[src/rtl/core/obbc_pkg.sv]
// shared constants, types and tables for the oriented box to ball contact block
package obbc_pkg;

  localparam int CFG_W   = 20;
  localparam int POS_W   = 24;
  localparam int HEAD_W  = 16;
  localparam int OUT_W   = 26;
  localparam int DELTA_W = POS_W + 1;
  localparam int FWD_W   = 28;
  localparam int EX_W    = 27;
  localparam int NEAR_W  = 21;
  localparam int REACH_W = 22;
  localparam int NSQ_W   = 2 * REACH_W;
  localparam int SQ_W    = 2 * FWD_W;
  localparam int DIST_W  = SQ_W / 2;
  localparam int IDX_W   = 3;
  localparam int ATAN_LEN = 24;

  localparam int CORDIC_STEPS_DEF  = 16;
  localparam int FRACTION_BITS_DEF = 16;

  localparam longint GAIN_Q30 = 64'd652032874;

  localparam logic [CFG_W-1:0] FRONT_RST = 20'd19661;
  localparam logic [CFG_W-1:0] REAR_RST  = 20'd19661;
  localparam logic [CFG_W-1:0] HALF_RST  = 20'd9830;
  localparam logic [CFG_W-1:0] RADIUS_RST = 20'd7209;
  localparam logic [CFG_W-1:0] TOL_RST   = 20'd1311;

  typedef enum logic [IDX_W-1:0] {
    REG_FRONT  = 3'd0,
    REG_REAR   = 3'd1,
    REG_HALF   = 3'd2,
    REG_RADIUS = 3'd3,
    REG_TOL    = 3'd4
  } cfg_reg_t;

  typedef struct packed {
    logic signed [FWD_W-1:0] fwd;
    logic signed [FWD_W-1:0] lat;
    logic                    front_pre;
    logic                    rear_pre;
  } side_t;

  localparam int SIDE_W = $bits(side_t);

  typedef struct packed {
    logic [CFG_W-1:0] front_extent;
    logic [CFG_W-1:0] rear_extent;
    logic [CFG_W-1:0] half_width;
    logic [CFG_W-1:0] ball_radius;
    logic [CFG_W-1:0] contact_tolerance;
  } cfg_t;

  // arctangent of 2^-i in 32-bit binary angle
  function automatic logic [31:0] atan_turn(input int i);
    logic [31:0] t;
    unique case (i)
      0:  t = 32'h20000000;
      1:  t = 32'h12E4051E;
      2:  t = 32'h09FB385B;
      3:  t = 32'h051111D4;
      4:  t = 32'h028B0D43;
      5:  t = 32'h0145D7E1;
      6:  t = 32'h00A2F61E;
      7:  t = 32'h00517C55;
      8:  t = 32'h0028BE53;
      9:  t = 32'h00145F2F;
      10: t = 32'h000A2F98;
      11: t = 32'h000517CC;
      12: t = 32'h00028BE6;
      13: t = 32'h000145F3;
      14: t = 32'h0000A2FA;
      15: t = 32'h0000517D;
      16: t = 32'h000028BE;
      17: t = 32'h0000145F;
      18: t = 32'h00000A30;
      19: t = 32'h00000518;
      20: t = 32'h0000028C;
      21: t = 32'h00000146;
      22: t = 32'h000000A3;
      23: t = 32'h00000051;
      default: t = 32'h0;
    endcase
    return t;
  endfunction

endpackage

[src/rtl/core/obbc_cordic.sv]
// pipelined rotation-mode cordic, one iteration per stage
module obbc_cordic #(
  parameter int STEPS  = obbc_pkg::CORDIC_STEPS_DEF,
  parameter int FRAC   = obbc_pkg::FRACTION_BITS_DEF,
  parameter int SIDE_W = 2 * obbc_pkg::DELTA_W
) (
  input  logic                            clk,
  input  logic                            rst,
  input  logic                            ce,
  input  logic                            in_valid,
  input  logic [obbc_pkg::HEAD_W-1:0]     heading,
  input  logic [SIDE_W-1:0]               side_in,
  output logic                            out_valid,
  output logic signed [FRAC+2:0]          cos_raw,
  output logic signed [FRAC+2:0]          sin_raw,
  output logic                            flip,
  output logic [SIDE_W-1:0]               side_out
);
  localparam int W = FRAC + 3;
  localparam int Z_W = 33;
  localparam longint GAIN_INIT =
    (obbc_pkg::GAIN_Q30 + (64'd1 << (29 - FRAC))) >> (30 - FRAC);

  logic signed [W-1:0]   xr [0:STEPS];
  logic signed [W-1:0]   yr [0:STEPS];
  logic signed [Z_W-1:0] zr [0:STEPS];
  logic                  fr [0:STEPS];
  logic                  vr [0:STEPS];
  logic [SIDE_W-1:0]     sr [0:STEPS];

  logic [31:0] ang;
  logic        ang_flip;
  logic [31:0] ang_fold;

  // fold the back half-turn onto the front half and negate at the end
  assign ang      = {heading, 16'h0000};
  assign ang_flip = ang[31] ^ ang[30];
  assign ang_fold = ang_flip ? {~ang[31], ang[30:0]} : ang;

  always_ff @(posedge clk) begin
    if (rst) begin
      vr[0] <= 1'b0;
    end else if (ce) begin
      vr[0] <= in_valid;
    end
  end

  always_ff @(posedge clk) begin
    if (ce) begin
      xr[0] <= W'(GAIN_INIT);
      yr[0] <= '0;
      zr[0] <= Z_W'($signed(ang_fold));
      fr[0] <= ang_flip;
      sr[0] <= side_in;
    end
  end

  for (genvar k = 0; k < STEPS; k++) begin : g_iter
    logic signed [Z_W-1:0] atan_k;
    assign atan_k = $signed({1'b0, obbc_pkg::atan_turn(k)});

    always_ff @(posedge clk) begin
      if (rst) begin
        vr[k+1] <= 1'b0;
      end else if (ce) begin
        vr[k+1] <= vr[k];
      end
    end

    always_ff @(posedge clk) begin
      if (ce) begin
        if (!zr[k][Z_W-1]) begin
          xr[k+1] <= xr[k] - (yr[k] >>> k);
          yr[k+1] <= yr[k] + (xr[k] >>> k);
          zr[k+1] <= zr[k] - atan_k;
        end else begin
          xr[k+1] <= xr[k] + (yr[k] >>> k);
          yr[k+1] <= yr[k] - (xr[k] >>> k);
          zr[k+1] <= zr[k] + atan_k;
        end
        fr[k+1] <= fr[k];
        sr[k+1] <= sr[k];
      end
    end
  end

  assign out_valid = vr[STEPS];
  assign cos_raw   = xr[STEPS];
  assign sin_raw   = yr[STEPS];
  assign flip      = fr[STEPS];
  assign side_out  = sr[STEPS];

endmodule

[config.mk]
export PLATFORM = sky130hd
export DESIGN_NAME = obbc_cordic
export DESIGN_NICKNAME = d
export VERILOG_FILES = /design/src/rtl/core/obbc_pkg.sv /design/src/rtl/core/obbc_cordic.sv
export SDC_FILE = /design/constraint.sdc
export NUM_CORES = 2
export LEC_CHECK = 0
export ABC_AREA = 0
export BUFFER_PORTS_ARGS = -buffer_cell sky130_fd_sc_hd__buf_2
export CAP_MARGIN = 20
export CORE_AREA = 10 10 344 595
export CTS_BUF_LIST = sky130_fd_sc_hd__clkbuf_8 sky130_fd_sc_hd__clkbuf_16
export CTS_CLUSTER_DIAMETER = 120
export DETAILED_ROUTE_END_ITERATION = 8
export DIE_AREA = 0 0 354 605
export PLACE_DENSITY_LB_ADDON = 0.3
export REMOVE_ABC_BUFFERS = 1
export SETUP_SLACK_MARGIN = 0.2
export SLEW_MARGIN = 20
export SYNTH_ARGS = -nofsm -noshare
export SYNTH_HDL_FRONTEND = slang
export SYNTH_SLANG_ARGS = --single-unit
export TNS_END_PERCENT = 50
[constraint.sdc]
create_clock -name clk -period 5.16 [get_ports clk]
set_input_delay 0.774 -clock clk [delete_from_list [all_inputs] [get_ports clk]]
set_output_delay 0.774 -clock clk [all_outputs]
set_load 0.005 [all_outputs]
==> tab_implementation.tex <==
\begin{tabular}{lr}
\hline
Metric & Value \\
\hline
\multicolumn{2}{l}{\textbf{Die}} \\
Vertical die dimension & between 600 and 700 µm \\
Number of primary I/O pins & 160 \\
Total core area & a little under 200000 µm² \\
Horiz. Die Dim & 354 µm \\
Starting utilization of the core area & 0.5480 \\
Total die area & $\sim$210000 µm² \\
Number of standard-cell rows in the floorplan & $\sim$210 \\
\multicolumn{2}{l}{\textbf{Placement}} \\
Sum of net half-perimeters after detailed placement & 173.9 mm \\
Setup slack after placement & a little under 0.4 ns \\
Routability cong. & roughly 0.94 \\
Number of port buffers & roughly 160 \\
\multicolumn{2}{l}{\textbf{Worst setup path}} \\
Cells along the critical path & or3\_1, or4\_1, nor2\_1, nand3b\_1, nand2\_1, xnor2\_1, ha\_1, a21oi\_1, and3b\_1, nand3\_1, nand2\_1, o211a\_1, o21bai\_1, a21oi\_1, xnor2\_1 \\
WP data required & around 5.8 ns \\
Setup crit start kind & flop \\
Largest stage delay, worst path & between 0.5 and 0.6 ns \\
Combined buffer and inverter count along the critical path & 0 \\
Largest delay contributor family on the critical path & simple AND/OR/NAND/NOR gates \\
Largest fanout on the critical path & 4 \\
R2R Path End & xr[7][18]\$\_DFFE\_PP\_ \\
Worst R2R Path Depth & 15 \\
Worst Path Arrival & approximately 5.0 ns \\
Kind of end point of the critical path & flop \\
Critical setup path kind & reg2reg \\
Worst reg2reg startpoint & yr[6][10]\$\_DFFE\_PP\_ \\
Highest-delay cell along the critical path & sky130\_fd\_sc\_hd\_\_or4\_1 \\
Flop-to-flop setup slack & about 0.72 ns \\
\multicolumn{2}{l}{\textbf{Layout}} \\
Post-synthesis to final-layout area growth & 9.662\% \\
Share of cells above drive strength 1 & 0.06601 \\
Fill cell instance count of the final layout & 15510 \\
Post-layout util & 0.6010 \\
Total Nets Final & slightly above 10000 \\
\multicolumn{2}{l}{\textbf{Timing}} \\
Max-slew violation count & 0 \\
Final Worst Setup Slack & between 0.7 and 0.8 ns \\
Time the final worst path needs with I/O delays and setup & between 4 and 5 ns \\
Worst rel slew slack & 0.2997 \\
Clock skew after layout & just under 0.05 ns \\
Endpoints failing hold & 0 \\
Actual slew at the worst max-slew pin & about 1.1 ns \\
Setup repair after global routing missed its margin & no \\
Fin crit share & 0.8609 \\
Total of endpoints with negative setup slack in the final report & 0 \\
Maximum operating frequency & about 0.23 GHz \\
Aggregate negative setup slack & 0 ns \\
\multicolumn{2}{l}{\textbf{Clock network}} \\
Number of clock sinks seen by CTS & roughly 1900 \\
Clock buffer count from CTS & around 180 \\
CTS root buffer & sky130\_fd\_sc\_hd\_\_clkbuf\_16 \\
Clock-pin slew on the worst setup and hold paths & about 0.07 ns \\
Buffers inserted during post-CTS setup optimization & 0 \\
Max clock buf depth & 4 \\
Number of instances resized during post-cts repair & 0 \\
Clock tree from TritonCTS & done \\
Count of H-tree levels built during CTS & 4 \\
Insertion delay to the later sink of the worst-skew pair & 0.85 ns \\
Quantity of hold-fixing buffers added after cts & 0 \\
\multicolumn{2}{l}{\textbf{Global routing}} \\
Overall global routing resource usage & 0.2073 \\
Wire length of the first global-routing pass & around 360 mm \\
Largest net degree at the start of global routing & about 170 \\
Global route overflow & 0 \\
Number of antenna violations at the first check in global routing & 1 \\
Vias in the first global route & between 70000 and 80000 \\
\multicolumn{2}{l}{\textbf{Synthesis}} \\
Synthesized area & approximately 110000 µm² \\
Number of synthesized register bits & about 1900 \\
Proportion of netlist area held by the largest area contributor & 0.5324 \\
Count of mapped cells out of synthesis & 8919 \\
Most area-hungry cell type in the Yosys netlist & sky130\_fd\_sc\_hd\_\_edfxtp\_1 \\
Main synth FF type & sky130\_fd\_sc\_hd\_\_edfxtp\_1 \\
Post-synth EDFFs & approximately 1900 \\
Top cells by area, synth & sky130\_fd\_sc\_hd\_\_edfxtp\_1 53\%, sky130\_fd\_sc\_hd\_\_ha\_1 12\%, sky130\_fd\_sc\_hd\_\_xnor2\_1 5.6\% \\
Mean instance size in the synthesized netlist & 11.93 µm² \\
Synth warnings & 0 \\
Register area share after synthesis & 0.5324 \\
Proportion of synthesized flip-flops having asynchronous set or reset & 0 \\
Number of unique standard cell types used by synthesis & 96 \\
\multicolumn{2}{l}{\textbf{Routing}} \\
DRC errors left & 0 \\
Total via count in the routed design & between 60000 and 70000 \\
Routed wire length & approximately 230 mm \\
Remaining number of nets flagged by the antenna check after routing & 0 \\
Routed len/inst & 18.99 µm \\
Avg Vias per Cell & around 5.8 \\
DR pass1 iterations & 7 \\
DRC marker count from the first detailed-route iteration & 3090 \\
\multicolumn{2}{l}{\textbf{Status}} \\
Run status & finished, final reports clean \\
\multicolumn{2}{l}{\textbf{Worst hold path}} \\
Hold WC Path Type & in2reg \\
Worst-case hold path end point & sr[0][42]\$\_DFFE\_PP\_ \\
Startpoint of the most critical hold path & side\_in[42] \\
Worst hold path stage count & 1 \\
\multicolumn{2}{l}{\textbf{Run}} \\
Max Cap Violations & 0 \\
\hline
\end{tabular}
[cells by family (layout without fill, tap and decap cells)]
| logic type | count (synthesis) | in the layout | share of synthesized area |
|---|---|---|---|
| simple gates | 2095 | 2095 | 0.09467 |
| other cells | 2 | 6 | 0.00007059 |
| flops | 1886 | 1886 | 0.5324 |
| buf+inv | 481 | 953 | 0.01698 |
| compound gates | 2359 | 2359 | 0.1430 |
| mux | 50 | 50 | 0.004940 |
| fa+ha+maj | 1035 | 1035 | 0.1248 |
| xor+xnor | 1011 | 1011 | 0.08324 |
[cell type report]
class | count | area (µm²) | area share
Sequential cell | 1886 | 56630 | 0.4855
Multi-Input combinational cell | 6554 | 47950 | 0.4110
Clock buffer | 183 | 4579 | 0.03925
Tap cell | 2592 | 3243 | 0.02780
Timing Repair Buffer | 276 | 1739 | 0.01491
Inverter | 357 | 1340 | 0.01149
Clock inverter | 137 | 1171 | 0.01004
Antenna cell | 2 | 5.005 | 0.00004290
[metrics by stage]
step | cell area, µm² | cells | hold WS [ns]
2_1_floorplan | 105900 | 8797 | 0.4003
3_3_place_gp | 110900 | 11670 | 0.4002
3_5_place_dp | 110900 | 11670 | 0.4045
4_1_cts | 116700 | 11990 | 0.03407
5_1_grt | 116700 | 11990 | 0.06159
6_report | 116700 | 11990 | 0.09653
[worst max path at each step]
stage	startpoint	endpoint	slack, ns	depth (start not counted)
after floorplan	ce	yr[5][18]$_DFFE_PP_	0.49	14
after global placement	ce	xr[13][18]$_DFFE_PP_	0.48	15
after detailed placement	ce	xr[9][18]$_DFFE_PP_	0.40	15
after CTS	yr[6][10]$_DFFE_PP_	xr[7][18]$_DFFE_PP_	0.78	15
after global routing	yr[6][10]$_DFFE_PP_	xr[7][18]$_DFFE_PP_	0.53	15
final	yr[6][10]$_DFFE_PP_	xr[7][18]$_DFFE_PP_	0.72	15
[synthesized netlist by cell type (63+ instances only)]
master and instances:
sky130_fd_sc_hd__edfxtp_1 1886, sky130_fd_sc_hd__ha_1 992, sky130_fd_sc_hd__a21oi_1 754, sky130_fd_sc_hd__xnor2_1 686, sky130_fd_sc_hd__nor2_1 612, sky130_fd_sc_hd__nand2_1 489
sky130_fd_sc_hd__a21o_1 373, sky130_fd_sc_hd__inv_1 349, sky130_fd_sc_hd__xor2_1 325, sky130_fd_sc_hd__o21ai_0 253, sky130_fd_sc_hd__nor3_1 195, sky130_fd_sc_hd__nand3_1 173
sky130_fd_sc_hd__o21ai_1 167, sky130_fd_sc_hd__o21a_1 124, sky130_fd_sc_hd__clkbuf_1 114, sky130_fd_sc_hd__nor2b_1 110, sky130_fd_sc_hd__o21bai_1 108, sky130_fd_sc_hd__nand2b_1 104
sky130_fd_sc_hd__and3_1 88, sky130_fd_sc_hd__a31oi_1 73, sky130_fd_sc_hd__o31ai_1 65, sky130_fd_sc_hd__a211oi_1 63, sky130_fd_sc_hd__and2_1 63
[state kept, by name, indices dropped and copies added (netlist names)]
register and cells:
sr 850, zr 437, yr 283, xr 282, fr 17, vr 17
[cell usage in the layout (no fill, tap or decap), drive strengths merged, types with 30 or more instances in the layout]
| cell | netlist | layout |
|---|---|---|
| a21oi | 759 | 759 |
| nand2 | 489 | 489 |
| nor2b | 110 | 110 |
| o211ai | 44 | 44 |
| or3 | 60 | 60 |
| o21bai | 108 | 108 |
| ha | 992 | 992 |
| and2 | 63 | 63 |
| nand3 | 173 | 173 |
| edfxtp | 1886 | 1886 |
| xor2 | 325 | 325 |
| clkbuf | 114 | 183 |
| fa | 43 | 43 |
| o21a | 124 | 124 |
| nand4 | 49 | 49 |
| o21ai | 421 | 421 |
| xnor2 | 686 | 686 |
| mux2i | 30 | 30 |
| a31oi | 73 | 73 |
| buf | 10 | 276 |
| nand2b | 104 | 104 |
| clkinv | 1 | 68 |
| nor2 | 612 | 612 |
| o41ai | 32 | 32 |
| a21o | 373 | 373 |
| inv | 356 | 396 |
| a21boi | 36 | 36 |
| o31ai | 66 | 66 |
| nor4 | 35 | 35 |
| and3 | 89 | 89 |
| nor3 | 195 | 195 |
| a211oi | 64 | 64 |
[per-layer routing]
metal / track usage / part of all wire / vias up
li1: - / - / 34220
met1: 0.1712 / 0.31 / 32980
met2: 0.4321 / 0.58 / 1333
met3: 0.02281 / 0.027 / 766
met4: 0.1545 / 0.081 / 0
met5: 0 / 0 / -
Power is left out: the tool's default activity adds up to more than one toggle a clock period on the data nets, which glitch-free logic cannot reach.
